--- config.mk ---
export PLATFORM = sky130hd
export DESIGN_NAME = hammersley_point_generator_core
export DESIGN_NICKNAME = d
export VERILOG_FILES = /design/src/design/hpg_pkg.sv /design/src/design/hpg_div_unit.sv /design/src/design/hammersley_point_generator_core.sv
export SDC_FILE = /design/constraint.sdc
export NUM_CORES = 1
export LEC_CHECK = 0
export ABC_AREA = 1
export BUFFER_PORTS_ARGS = -buffer_cell sky130_fd_sc_hd__buf_2
export CAP_MARGIN = 0
export CORE_MARGIN = 2
export CORE_UTILIZATION = 50
export CTS_CLUSTER_SIZE = 24
export DETAILED_ROUTE_END_ITERATION = 7
export GPL_ROUTABILITY_DRIVEN = 0
export PLACE_DENSITY = 0.67
export SLEW_MARGIN = 0
export SYNTH_ARGS = -nofsm -noshare
export SYNTH_HDL_FRONTEND = slang
export SYNTH_HIERARCHICAL = 1
export SYNTH_SLANG_ARGS = --single-unit
--- constraint.sdc ---
create_clock -name i_clk -period 14.9 [get_ports i_clk]
set_input_delay 4.47 -clock i_clk [delete_from_list [all_inputs] [get_ports i_clk]]
set_output_delay 4.47 -clock i_clk [all_outputs]
set_load 0.02 [all_outputs]
--- src/design/hpg_pkg.sv ---
package hpg_pkg;

    localparam int INDEX_BITS  = 16;
    localparam int FRAC_BITS   = 24;
    localparam int COUNT_BITS  = INDEX_BITS + 1;
    localparam int BASE_BITS   = 5;
    localparam int DEN_BITS    = INDEX_BITS + BASE_BITS;
    localparam int QUO_BITS    = (INDEX_BITS > FRAC_BITS) ? INDEX_BITS : FRAC_BITS;
    localparam int CNT_BITS    = $clog2(QUO_BITS);
    localparam int CFG_IDX_BITS  = 2;
    localparam int CFG_DATA_BITS = COUNT_BITS;

    localparam logic [COUNT_BITS-1:0] POINT_COUNT_RST = COUNT_BITS'(256);
    localparam logic [BASE_BITS-1:0]  BASE_SECOND_RST = BASE_BITS'(2);
    localparam logic [BASE_BITS-1:0]  BASE_THIRD_RST  = BASE_BITS'(3);
    localparam logic [BASE_BITS-1:0]  BASE_MIN        = BASE_BITS'(2);

    typedef enum logic [CFG_IDX_BITS-1:0] {
        CFG_POINT_COUNT = 2'd0,
        CFG_BASE_SECOND = 2'd1,
        CFG_BASE_THIRD  = 2'd2
    } t_cfg_index;

    typedef enum logic [6:0] {
        S_IDLE  = 7'b0000001,
        S_FIRST = 7'b0000010,
        S_SETUP = 7'b0000100,
        S_DIGIT = 7'b0001000,
        S_ACCUM = 7'b0010000,
        S_FRAC  = 7'b0100000,
        S_DONE  = 7'b1000000
    } t_state;

    typedef struct packed {
        logic load;
        logic step;
    } t_div_ctrl;

endpackage

--- src/design/hpg_div_unit.sv ---
module hpg_div_unit
    import hpg_pkg::*;
(
    input  logic                i_clk,
    input  t_div_ctrl           i_ctrl,
    input  logic [DEN_BITS-1:0] i_rem,
    input  logic [QUO_BITS-1:0] i_quo,
    input  logic [DEN_BITS-1:0] i_div,
    output logic [DEN_BITS-1:0] o_rem,
    output logic [QUO_BITS-1:0] o_quo
);

    logic [DEN_BITS-1:0] r_rem, n_rem;
    logic [QUO_BITS-1:0] r_quo, n_quo;
    logic [DEN_BITS-1:0] r_div, n_div;
    logic [DEN_BITS:0]   w_trial;
    logic [DEN_BITS:0]   w_diff;
    logic                w_ge;

    assign w_trial = {r_rem, r_quo[QUO_BITS-1]};
    assign w_diff  = w_trial - {1'b0, r_div};
    assign w_ge    = w_trial >= {1'b0, r_div};

    always_comb begin
        n_rem = r_rem;
        n_quo = r_quo;
        n_div = r_div;
        if (i_ctrl.load) begin
            n_rem = i_rem;
            n_quo = i_quo;
            n_div = i_div;
        end else if (i_ctrl.step) begin
            n_rem = w_ge ? w_diff[DEN_BITS-1:0] : w_trial[DEN_BITS-1:0];
            n_quo = {r_quo[QUO_BITS-2:0], w_ge};
        end
    end

    always_ff @(posedge i_clk) begin
        r_rem <= n_rem;
        r_quo <= n_quo;
        r_div <= n_div;
    end

    assign o_rem = r_rem;
    assign o_quo = r_quo;

endmodule

--- src/design/hammersley_point_generator_core.sv ---
// Channel   Direction  Handshake                    Beat contents
// in        in         i_in_valid / o_in_ready      i_point_index
// out       out        o_out_valid / i_out_ready    o_coord_first, o_coord_second,
//                                                   o_coord_third, o_index_beyond_count
// cfg       in         i_cfg_wr_en (no wait)        i_cfg_index, i_cfg_wdata
//
// One restoring divider, one quotient bit a cycle, serves every division.
// Per beat: index / count gives the first coordinate unless index >= count; per base,
// a setup, divide + accumulate per digit, a fraction divide; index zero has no digits.
// Synchronous active-low reset restores count 256, bases 2 and 3, and empties the output.
// A held output beat does not stall the next input beat; only the final copy waits.
module hammersley_point_generator_core
    import hpg_pkg::*;
(
    input  logic                     i_clk,
    input  logic                     i_rst_n,
    input  logic                     i_in_valid,
    output logic                     o_in_ready,
    input  logic [INDEX_BITS-1:0]    i_point_index,
    output logic                     o_out_valid,
    input  logic                     i_out_ready,
    output logic [FRAC_BITS-1:0]     o_coord_first,
    output logic [FRAC_BITS-1:0]     o_coord_second,
    output logic [FRAC_BITS-1:0]     o_coord_third,
    output logic                     o_index_beyond_count,
    input  logic                     i_cfg_wr_en,
    input  logic [CFG_IDX_BITS-1:0]  i_cfg_index,
    input  logic [CFG_DATA_BITS-1:0] i_cfg_wdata
);

    localparam int PROD_BITS = DEN_BITS + BASE_BITS;

    t_state                r_state, n_state;
    logic [CNT_BITS-1:0]   r_cnt, n_cnt;
    logic                  r_pass, n_pass;
    logic [INDEX_BITS-1:0] r_idx, n_idx;
    logic                  r_beyond, n_beyond;
    logic [FRAC_BITS-1:0]  r_first, n_first;
    logic [FRAC_BITS-1:0]  r_second, n_second;
    logic [FRAC_BITS-1:0]  r_third, n_third;
    logic [DEN_BITS-1:0]   r_num, n_num;
    logic [DEN_BITS-1:0]   r_den, n_den;
    logic [BASE_BITS-1:0]  r_base, n_base;
    logic [COUNT_BITS-1:0] r_point_count;
    logic [BASE_BITS-1:0]  r_base_second;
    logic [BASE_BITS-1:0]  r_base_third;
    logic                  r_out_valid, n_out_valid;
    logic [FRAC_BITS-1:0]  r_out_first, n_out_first;
    logic [FRAC_BITS-1:0]  r_out_second, n_out_second;
    logic [FRAC_BITS-1:0]  r_out_third, n_out_third;
    logic                  r_out_beyond, n_out_beyond;

    t_div_ctrl             w_div_ctrl;
    logic [DEN_BITS-1:0]   w_div_rem_ld;
    logic [QUO_BITS-1:0]   w_div_quo_ld;
    logic [DEN_BITS-1:0]   w_div_div_ld;
    logic [DEN_BITS-1:0]   w_div_rem;
    logic [QUO_BITS-1:0]   w_div_quo;

    logic                  w_beyond;
    logic [BASE_BITS-1:0]  w_base_cfg;
    logic [BASE_BITS-1:0]  w_base_eff;
    logic [INDEX_BITS-1:0] w_quot;
    logic [PROD_BITS-1:0]  w_num_prod;
    logic [PROD_BITS-1:0]  w_den_prod;

    hpg_div_unit u_div (
        .i_clk  (i_clk),
        .i_ctrl (w_div_ctrl),
        .i_rem  (w_div_rem_ld),
        .i_quo  (w_div_quo_ld),
        .i_div  (w_div_div_ld),
        .o_rem  (w_div_rem),
        .o_quo  (w_div_quo)
    );

    assign w_beyond   = COUNT_BITS'(i_point_index) >= r_point_count;
    assign w_base_cfg = r_pass ? r_base_third : r_base_second;
    assign w_base_eff = (w_base_cfg < BASE_MIN) ? BASE_MIN : w_base_cfg;
    assign w_quot     = w_div_quo[INDEX_BITS-1:0];
    assign w_num_prod = PROD_BITS'(r_num) * PROD_BITS'(r_base)
                      + PROD_BITS'(w_div_rem[BASE_BITS-1:0]);
    assign w_den_prod = PROD_BITS'(r_den) * PROD_BITS'(r_base);

    always_comb begin
        n_state      = r_state;
        n_cnt        = r_cnt;
        n_pass       = r_pass;
        n_idx        = r_idx;
        n_beyond     = r_beyond;
        n_first      = r_first;
        n_second     = r_second;
        n_third      = r_third;
        n_num        = r_num;
        n_den        = r_den;
        n_base       = r_base;
        n_out_valid  = r_out_valid;
        n_out_first  = r_out_first;
        n_out_second = r_out_second;
        n_out_third  = r_out_third;
        n_out_beyond = r_out_beyond;
        w_div_ctrl   = '0;
        w_div_rem_ld = '0;
        w_div_quo_ld = '0;
        w_div_div_ld = '0;

        if (i_out_ready) begin
            n_out_valid = 1'b0;
        end

        case (r_state)
            S_IDLE: begin
                if (i_in_valid) begin
                    n_idx    = i_point_index;
                    n_beyond = w_beyond;
                    n_pass   = 1'b0;
                    n_cnt    = '0;
                    if (w_beyond) begin
                        n_first = '1;
                        n_state = S_SETUP;
                    end else begin
                        w_div_ctrl.load = 1'b1;
                        w_div_rem_ld    = DEN_BITS'(i_point_index);
                        w_div_div_ld    = DEN_BITS'(r_point_count);
                        n_state         = S_FIRST;
                    end
                end
            end
            S_FIRST: begin
                w_div_ctrl.step = 1'b1;
                n_cnt = r_cnt + 1'b1;
                if (r_cnt == CNT_BITS'(FRAC_BITS - 1)) begin
                    n_cnt   = '0;
                    n_state = S_SETUP;
                end
            end
            S_SETUP: begin
                if (!r_pass && !r_beyond) begin
                    n_first = w_div_quo[FRAC_BITS-1:0];
                end
                n_num           = '0;
                n_den           = DEN_BITS'(1);
                n_base          = w_base_eff;
                n_cnt           = '0;
                w_div_ctrl.load = 1'b1;
                if (r_idx == '0) begin
                    w_div_div_ld = DEN_BITS'(1);
                    n_state      = S_FRAC;
                end else begin
                    w_div_quo_ld = QUO_BITS'(r_idx) << (QUO_BITS - INDEX_BITS);
                    w_div_div_ld = DEN_BITS'(w_base_eff);
                    n_state      = S_DIGIT;
                end
            end
            S_DIGIT: begin
                w_div_ctrl.step = 1'b1;
                n_cnt = r_cnt + 1'b1;
                if (r_cnt == CNT_BITS'(INDEX_BITS - 1)) begin
                    n_cnt   = '0;
                    n_state = S_ACCUM;
                end
            end
            S_ACCUM: begin
                n_num           = w_num_prod[DEN_BITS-1:0];
                n_den           = w_den_prod[DEN_BITS-1:0];
                w_div_ctrl.load = 1'b1;
                if (w_quot == '0) begin
                    w_div_rem_ld = w_num_prod[DEN_BITS-1:0];
                    w_div_div_ld = w_den_prod[DEN_BITS-1:0];
                    n_state      = S_FRAC;
                end else begin
                    w_div_quo_ld = QUO_BITS'(w_quot) << (QUO_BITS - INDEX_BITS);
                    w_div_div_ld = DEN_BITS'(r_base);
                    n_state      = S_DIGIT;
                end
            end
            S_FRAC: begin
                w_div_ctrl.step = 1'b1;
                n_cnt = r_cnt + 1'b1;
                if (r_cnt == CNT_BITS'(FRAC_BITS - 1)) begin
                    n_cnt   = '0;
                    n_state = S_DONE;
                end
            end
            S_DONE: begin
                if (!r_pass) begin
                    n_second = w_div_quo[FRAC_BITS-1:0];
                    n_pass   = 1'b1;
                    n_state  = S_SETUP;
                end else if (!r_out_valid || i_out_ready) begin
                    n_third      = w_div_quo[FRAC_BITS-1:0];
                    n_out_first  = r_first;
                    n_out_second = r_second;
                    n_out_third  = w_div_quo[FRAC_BITS-1:0];
                    n_out_beyond = r_beyond;
                    n_out_valid  = 1'b1;
                    n_state      = S_IDLE;
                end
            end
            default: begin
                n_state = S_IDLE;
            end
        endcase
    end

    always_ff @(posedge i_clk) begin
        if (!i_rst_n) begin
            r_state       <= S_IDLE;
            r_cnt         <= '0;
            r_pass        <= 1'b0;
            r_out_valid   <= 1'b0;
            r_point_count <= POINT_COUNT_RST;
            r_base_second <= BASE_SECOND_RST;
            r_base_third  <= BASE_THIRD_RST;
        end else begin
            r_state     <= n_state;
            r_cnt       <= n_cnt;
            r_pass      <= n_pass;
            r_out_valid <= n_out_valid;
            if (i_cfg_wr_en) begin
                case (i_cfg_index)
                    CFG_POINT_COUNT: r_point_count <= i_cfg_wdata;
                    CFG_BASE_SECOND: r_base_second <= i_cfg_wdata[BASE_BITS-1:0];
                    CFG_BASE_THIRD:  r_base_third  <= i_cfg_wdata[BASE_BITS-1:0];
                    default: begin
                    end
                endcase
            end
        end
    end

    always_ff @(posedge i_clk) begin
        r_idx        <= n_idx;
        r_beyond     <= n_beyond;
        r_first      <= n_first;
        r_second     <= n_second;
        r_third      <= n_third;
        r_num        <= n_num;
        r_den        <= n_den;
        r_base       <= n_base;
        r_out_first  <= n_out_first;
        r_out_second <= n_out_second;
        r_out_third  <= n_out_third;
        r_out_beyond <= n_out_beyond;
    end

    assign o_in_ready           = (r_state == S_IDLE);
    assign o_out_valid          = r_out_valid;
    assign o_coord_first        = r_out_first;
    assign o_coord_second       = r_out_second;
    assign o_coord_third        = r_out_third;
    assign o_index_beyond_count = r_out_beyond;

    a_busy_after_accept: assert property (@(posedge i_clk) disable iff (!i_rst_n)
        (i_in_valid && o_in_ready) |=> !o_in_ready)
        else $error("input accepted while a beat is still in work");

    a_out_from_done: assert property (@(posedge i_clk) disable iff (!i_rst_n)
        $rose(o_out_valid) |-> $past(r_state == S_DONE))
        else $error("output beat raised outside the final state");

    a_beyond_saturates: assert property (@(posedge i_clk) disable iff (!i_rst_n)
        (o_out_valid && o_index_beyond_count) |-> (o_coord_first == {FRAC_BITS{1'b1}}))
        else $error("first coordinate not saturated for index beyond count");

    a_digit_radix: assert property (@(posedge i_clk) disable iff (!i_rst_n)
        (r_state == S_DIGIT) |-> (r_base >= BASE_MIN))
        else $error("digit extraction with radix below two");

endmodule
==> results of run 1 <==
[state kept, by name, indices dropped and copies added, names as in the netlist, 7 cells and up]
signal / count
o_coord_first: 24
u_div/r_div: 21
r_first: 24
o_coord_second: 24
r_num: 21
r_second: 24
r_point_count: 17
o_coord_third: 24
r_idx: 16
r_state: 7
u_div/o_rem: 21
r_den: 21
u_div/o_quo: 24
[cell families after synthesis]
| logic type | share of synthesized area (%) |
|---|---|
| compound gates | 5.36 |
| buf+inv | 11.7 |
| other cells | 0.0185 |
| simple gates | 23.8 |
| xor+xnor | 1.29 |
| flops | 41.2 |
| fa+ha+maj | 16.6 |
[layout by cell type (no fill, tap or decap), types with 15 or more instances in the layout]
cell         n
nor3_1      16
nand3_1     97
clkbuf_16   31
o22ai_1     17
ha_1       102
nand2_2     15
nand4_1     27
nand2_1    726
xnor2_1     17
o21ai_0     60
inv_1      530
buf_2      114
edfxtp_1   251
nor2_1     145
fa_1       105
dfxtp_1     41
a21oi_1     83
nand3b_1    34
[stage by stage]
step / area (sq um) / total power (W) / setup WS, ns / hold slack, ns / cells
after floorplan: 20300 / 0.00262 / 6.84 / 0.400 / 2450
after global placement: 21300 / 0.00308 / 6.97 / 0.402 / 3039
after detailed placement: 21300 / 0.00312 / 6.89 / 0.405 / 3039
after CTS: 22300 / 0.00391 / 7.52 / 0.418 / 3093
after global routing: 22300 / 0.00423 / 7.25 / 0.427 / 3093
final: 22400 / 0.00392 / 7.47 / 0.418 / 3096
[synth_stat cells, drive strengths merged]
master  number  area, sq um
clkbuf      32          120
a211oi       1         12.5
clkinv       3         11.3
ha         102         1280
nor4         2         27.5
o211ai       4         30.0
nor2       159          679
a31oi        1         6.26
o21a         4         30.0
fa         105         2100
a21oi       85          433
nand3      106          583
nand3b      34          255
buf         29          209
or2         12         75.1
inv        544         2040
nor3        20          115
a21boi       2         15.0
and2         2         12.5
a22oi        1         7.51
o21ai       75          417
nand2      744         2850
nor3b        2         20.0
edfxtp     251         7540
nand4       29          203
o21bai       3         22.5
and3         1         6.26
conb         1         3.75
xnor2       17          149
o22ai       17          106
a21o         1         7.51
dfxtp       41          821
xor2        13          114
[cell type report]
cell class                      instances  area share (%)
Multi-Input combinational cell       1550            43.0
Sequential cell                       292            37.4
Inverter                              547            9.20
Clock buffer                           33            3.50
Tap cell                              525            2.94
Timing Repair Buffer                  125            2.92
Clock inverter                         21            1.06
Antenna cell                            3          0.0336
[worst min-delay path by stage]
stage / start / end / slack, ns / cells after the start
floorplan: r_first[0] / o_coord_first[0] / 0.40 / 0
global placement: r_second[19] / o_coord_second[19] / 0.40 / 0
detailed placement: r_first[4] / o_coord_first[4] / 0.40 / 0
CTS: r_second[14] / o_coord_second[14] / 0.42 / 0
global route: r_second[1] / o_coord_second[1] / 0.43 / 0
finish: r_second[4] / o_coord_second[4] / 0.42 / 0
[per-layer routing]
metal	up-vias	routed length (um)	global-route usage [%]
met1	7736	21800	32.6
met5	-	0	0
met3	107	3140	2.49
li1	7804	-	-
met2	520	25000	44.0
met4	0	1770	8.71
[where the power goes]
group          switching (W)  internal (W)
combinational        0.00136      0.000649
clock               0.000327      0.000452
sequential         0.0000797       0.00106
total                0.00177       0.00216
[worst max-delay path: stages]
cell and delay, ns:
buf_2 0.12, ha_1 0.33, nand2_1 0.09, inv_1 0.04, nand2_1 0.06, nand2_1 0.06
a21oi_2 0.18, nand4_4 0.18, nor2_8 0.41, or2_2 0.20, buf_4 0.59, inv_2 0.56
nand2_1 0.20, clkinv_1 0.08, nand2_1 0.06, nand2_1 0.05
==> results.yml, run 1 <==
logic_synthesis:
  yosys_warnings: 6
  synth_cell_type_count: 54
  netlist_instances: 2443
  synth_area_sq_mm: 0.0203
  ys_seq_elements: 292
  seq_area_frac_synth_pct: 41.2
  avgSynthCellArea_sq_um: 8.31
cts:
  clock_latency_ns: 0.59
  h-tree-depth: 1
  post_cts_buffers: 0
  cts-hold-fix-buffers: 0
  cts_root_buffer: "clkbuf_16"
  cts_buffers: 31
  path_clk_slew_ns: 0.06
  cts_resized: 0
  clockBufferDepth: 3
  clkSinkCount: 292
  cts_tree: "done"
cells_and_area:
  syn2layout_area_growth_pct: 10.1
  multi_input_area_sq_mm: 0.00960
  register_area_sq_mm: 0.00836
  fin_util_pct: 56.0
  nets: 2794
  fillers: 3593
  drive_gt1_share_pct: 10.1
status:
  status: "completed"
timing:
  slew_headroom_pct: 20.0
  worstMarginPinSlew_ns: 1.20
  finalCriticalPeriod_ns: 7.43
  setup_viol: 0
  post-route-period-util_pct: 49.9
  maxSlewViolCount: 0
  fin_skew_ns: 0.0151
  fmax_mhz: 135
  fin_setup_tns_ns: 0
  hold_viol: 0
  rsz0062_at_grt: "no"
die:
  fp.dieW_um: 206
  start_util_pct: 50.9
  core-area_sq_mm: 0.0399
  fp-row-count: 73
  dieArea_sq_mm: 0.0422
  die_y_um: 206
  io_pins: 115
route:
  drc: 0
  vias: 16200
  post_drt_wl_per_cell_um: 16.7
  initialDrtViolationCount: 1079
  firstDrtPassIters: 5
  drt-total-wl_mm: 51.7
  viasPerCell: 5.22
  ant_nets: 0
hold_path:
  hp-class: "register to register"
worst_setup_path:
  reg2reg_slack_ns: 9.78
  critical_path_class: "primary input to register"
  startpoint: "i_point_index[12]"
  rr_worst_depth: 16
  worstSetupEndpoint: "u_div/o_rem[19]"
  crit_fanout: 66
  cp-start-kind: "primary input"
  end_kind: "register"
  rr_endpoint: "u_div/o_rem[12]"
  critPathArrivalTime_ns: 7.77
  cp.required_ns: 15.24
  worstReg2RegStart: "r_base[3]"
job:
  maxCapViolations: 0
placed_design:
  portBuffers: 114
  hpwlAfterDp_mm: 39.2
power:
  max-vdd-ir-drop_uv: 99.5
  power.density_mw_per_mm2: 175
  p_leak_nw: 11.2
global_route:
  grt_max_degree: 74
  gr-total-overflow: 0
  grt_pass1_vias: 15900
  grt_pass1_wl_mm: 83.6
  grt_usage_pct: 25.1
  antenna_found_initial: 0
Note: power is estimated with default switching activity, not from simulation.
==> run 2: changes to the inputs <==
- clock period: 14.9 -> 7.4 ns (I/O delays scaled with it)
==> results.yml, run 2 (synthesis gave the netlist of run 1 again) <==
timing:
  post-route-period-util_pct: 70.3
  fin_skew_ns: 0.0102
  setup_viol: 0
  fin_setup_tns_ns: 0
  rsz0062_at_grt: "no"
  maxSlewViolCount: 0
  slew_headroom_pct: 20.1
  finalCriticalPeriod_ns: 5.20
  fmax_mhz: 192
  worstMarginPinSlew_ns: 1.20
  hold_viol: 0
die:
  die_y_um: 206
  start_util_pct: 50.9
  fp.dieW_um: 206
  fp-row-count: 73
  io_pins: 115
  core-area_sq_mm: 0.0399
  dieArea_sq_mm: 0.0422
worst_setup_path:
  critical_path_class: "primary input to register"
  rr_worst_depth: 16
  crit_fanout: 66
  end_kind: "register"
  cp.required_ns: 7.73
  cp-start-kind: "primary input"
  critPathArrivalTime_ns: 5.53
cts:
  cts_resized: 0
  cts_buffers: 31
  cts-hold-fix-buffers: 0
  cts_tree: "done"
  clockBufferDepth: 3
  clkSinkCount: 292
  cts_root_buffer: "clkbuf_16"
  clock_latency_ns: 0.58
  path_clk_slew_ns: 0.06
  post_cts_buffers: 0
  h-tree-depth: 1
cells_and_area:
  drive_gt1_share_pct: 10.3
  layout_commonest_cell: "nand2_1"
  stdcell_count: 3096
  nets: 2793
  register_area_sq_mm: 0.00836
  final_cell_mix: "nand2_1, inv_1, edfxtp_1"
  fin_util_pct: 55.9
  syn2layout_area_growth_pct: 9.99
  multi_input_area_sq_mm: 0.00960
  fin_area_sq_mm: 0.0223
  fillers: 3573
global_route:
  grt_pass1_wl_mm: 83.3
  grt_usage_pct: 25.0
  grt_max_degree: 74
  antenna_found_initial: 1
  gr-usage-met3_pct: 2.45
  use_met2_pct: 42.7
  gr-total-overflow: 0
  grt_pass1_vias: 16000
  grt-busiest-layer: "met2"
  use_met1_pct: 33.2
placed_design:
  hpwlAfterDp_mm: 38.9
  portBuffers: 114
  placedInstanceArea_sq_mm: 0.0213
  dp_cells: 3038
job:
  maxCapViolations: 0
route:
  viasPerCell: 5.21
  initialDrtViolationCount: 1309
  firstDrtPassIters: 5
  ant_nets: 0
  drc: 0
  vias: 16100
  drt-total-wl_mm: 51.2
  post_drt_wl_per_cell_um: 16.5
power:
  power_w: 0.00786
  power.density_mw_per_mm2: 352
  p_leak_nw: 11.2
  max-vdd-ir-drop_uv: 210
hold_path:
  hp-class: "register to register"
  holdPathStages: 0
status:
  status: "completed"
==> run 2: cell types whose count changed in the layout (fill, tap and decap cells not counted) <==
cell / delta
inv_8: +2
clkinvlp_4: +3
clkinv_2: -1
clkbuf_1: -1
bufinv_16: -2
clkinvlp_2: +2
clkinv_1: -3
inv_6: +1
buf_4: -1
==> run 2: through the flow <==
| step | setup slack [ns] | hold slack [ns] |
|---|---|---|
| floorplan | 1.59 | 0.400 |
| global placement | 1.74 | 0.401 |
| detailed placement | 1.65 | 0.405 |
| CTS | 2.28 | 0.420 |
| global route | 1.87 | 0.424 |
| finish | 2.20 | 0.418 |
==> run 2: where the power goes <==
| part | switching, W | internal, W | total, W |
|---|---|---|---|
| Clock | 0.000694 | 0.000851 | 0.00154 |
| Sequential | 0.000168 | 0.00213 | 0.00229 |
| Combinational | 0.00272 | 0.00131 | 0.00403 |
| Total | 0.00358 | 0.00429 | 0.00786 |
==> run 2: worst paths after layout <==
path / from / to / slack [ns]
worst max register to register: r_base[3] / u_div/o_rem[12] / 2.28
worst min-delay path: r_second[10] / o_coord_second[10] / 0.42
worst min register to register: r_second[10] / o_coord_second[10] / 0.42
worst max-delay path: i_point_index[12] / u_div/o_rem[18] / 2.20
==> run 2: final cells by class <==
type	instances	share of cell area (%)
Sequential cell	292	37.4
Clock inverter	23	1.00
Multi-Input combinational cell	1550	43.0
Timing Repair Buffer	124	2.89
Inverter	547	9.21
Tap cell	525	2.94
Clock buffer	32	3.49
Antenna cell	3	0.0336
==> run 2: metal layers <==
layer  share of wire, %  routed length (um)
met5                  0                   0
met2                 48               24600
met3                5.8                2960
met4                3.2                1610
met1                 43               22000
==> run 2: critical path: stages <==
cell	delay, ns
buf_2	0.12
ha_1	0.32
a21oi_1	0.18
nand2_1	0.09
a21oi_2	0.19
nand4_4	0.17
nor2_8	0.40
or2_2	0.20
buf_4	0.59
inv_2	0.58
nand2_1	0.21
clkinv_1	0.08
nand2_1	0.05
nand2_1	0.04
==> run 3: changes to the inputs <==
- PLACE_DENSITY: 0.67 -> 0.7
- clock period: 7.4 -> 4.5 ns (I/O delays scaled with it)
==> results.yml, run 3 (synthesis gave the netlist of run 1 again) <==
status:
  status: "completed"
hold_path:
  min_to: "o_coord_second[23]"
  holdPathStages: 0
  hold_start: "r_second[23]"
  hp-class: "register to register"
worst_setup_path:
  end_kind: "register"
  crit_fanout: 27
  cp-start-kind: "register"
  critPathSlowestCell: "fa_1"
  worstReg2RegStart: "r_base[4]"
  path_cells: "buf_12 -> buf_4 -> nand2_1 -> inv_1 -> fa_1 -> fa_1 -> inv_1 -> fa_1 -> inv_1 -> ha_4 -> nand2_1 -> nor2_1 -> inv_1 -> nor2_2 -> nand4_1 -> nand3_1 -> nand2_1 -> nand2_1 -> nor2_1 -> nand2_1 -> nand2_1"
  critPathArrivalTime_ns: 4.61
  rr_endpoint: "u_div/o_rem[19]"
  max_stage_delay_ns: 0.54
  reg2reg_slack_ns: 0.18
  rr_worst_depth: 21
  critical_path_class: "register to register"
  path_common_cell: "nand2_1"
  cp.required_ns: 4.78
timing:
  hold_viol: 0
  fmax_mhz: 231
  slew_headroom_pct: 21.3
  maxSlewViolCount: 0
  setup_viol: 0
  post-route-period-util_pct: 96.1
  finalCriticalPeriod_ns: 4.32
  fin_skew_ns: 0.0192
  fin_setup_tns_ns: 0
  worstMarginPinSlew_ns: 1.18
  rsz0062_at_grt: "yes"
cells_and_area:
  fin_util_pct: 57.1
  final_cell_mix: "nand2_1, inv_1, edfxtp_1"
  drive_gt1_share_pct: 11.6
  nets: 2823
  syn2layout_area_growth_pct: 12.3
  fillers: 3463
  layout_commonest_cell: "nand2_1"
  multi_input_area_sq_mm: 0.00969
  stdcell_count: 3126
  diodes: 0
  register_area_sq_mm: 0.00836
global_route:
  gr-usage-met3_pct: 3.15
  antenna_found_initial: 1
  gr-total-overflow: 0
  use_met1_pct: 32.3
  grt-busiest-layer: "met2"
  grt_usage_pct: 24.7
  grt_pass1_wl_mm: 81.9
  grt_pass1_vias: 15900
  grt_max_degree: 74
  use_met2_pct: 42.8
cts:
  cts_root_buffer: "clkbuf_16"
  clkSinkCount: 292
  h-tree-depth: 2
  cts_tree: "done"
  cts_buffers: 34
  clockBufferDepth: 3
  clock_latency_ns: 0.53
  cts-hold-fix-buffers: 0
  path_clk_slew_ns: 0.07
die:
  core-area_sq_mm: 0.0399
  io_pins: 115
  fp.dieW_um: 206
  start_util_pct: 50.9
  die_y_um: 206
  dieArea_sq_mm: 0.0422
  fp-row-count: 73
route:
  viasPerCell: 5.17
  ant_nets: 0
  firstDrtPassIters: 5
  drt-total-wl_mm: 50.5
  initialDrtViolationCount: 1403
  drc: 0
  vias: 16200
  post_drt_wl_per_cell_um: 16.2
job:
  maxCapViolations: 0
placed_design:
  dp_cells: 3063
  hpwlAfterDp_mm: 38.6
  portBuffers: 114
power:
  max-vdd-ir-drop_uv: 282
  p_leak_nw: 11.4
  power.density_mw_per_mm2: 593
run 3: changes by cell type in the layout (fill, tap and decap cells not counted), moves of 4 or more:
cell | before | now
ha_4 | 0 | 4
clkinv_1 | 6 | 11
ha_1 | 102 | 96
buf_4 | 10 | 34
run 3: timing repair:
action | CTS | global route
endpoints found under the hold margin | 0 | 0
setup endpoints to repair | 0 | 10
buffers inserted | 0 | 2
gates resized for setup | 0 | 14
run 3: worst max-delay path by stage:
stage                 startpoint  depth (start not counted)               to
6_report               r_base[4]                         21  u_div/o_rem[19]
5_1_grt                r_base[4]                         21  u_div/o_rem[20]
4_1_cts                r_base[2]                         14         r_num[7]
3_5_place_dp           r_base[4]                         21  u_div/o_rem[19]
3_3_place_gp           r_base[4]                         21  u_div/o_rem[19]
2_1_floorplan  i_point_index[14]                          9       r_first[0]
run 3: worst max-delay path: cells and delay by family, from the launching register on:
family / cells / cell delay, ns
and+or+nand+nor: 11 / 1.13
buffers and inverters: 6 / 0.62
DFF: 1 / 0.42
adders and majority gates: 4 / 1.86
run 3: layout make-up:
cell class / instances / share of cell area, %
Sequential cell: 292 / 36.6
Inverter: 547 / 9.01
Tap cell: 525 / 2.88
Timing Repair Buffer: 151 / 3.88
Clock buffer: 37 / 3.78
Multi-Input combinational cell: 1550 / 42.5
Clock inverter: 24 / 1.30
run 3: where the power goes:
group,leakage (nW),internal [W],switching (W)
registers,2.54,0.00350,0.000245
clock network,0.560,0.00170,0.00116
logic,8.28,0.00241,0.00452
total,11.4,0.00760,0.00592
run 3: through the flow:
stage | setup WS (ns) | hold WS (ns) | total power, W | cell area [sq um]
floorplan | 0.119 | 0.400 | 0.00867 | 20300
global placement | 0.232 | 0.401 | 0.0103 | 21500
detailed placement | 0.163 | 0.405 | 0.0105 | 21500
CTS | 0.150 | 0.419 | 0.0134 | 22700
global route | -0.0851 | 0.418 | 0.0146 | 22800
finish | 0.177 | 0.418 | 0.0135 | 22800
run 3: layer usage:
metal  part of all wire, %  wire [um]
met4                   2.9       1440
met3                   6.6       3320
met1                    42      21000
met5                     0          0
met2                    49      24700
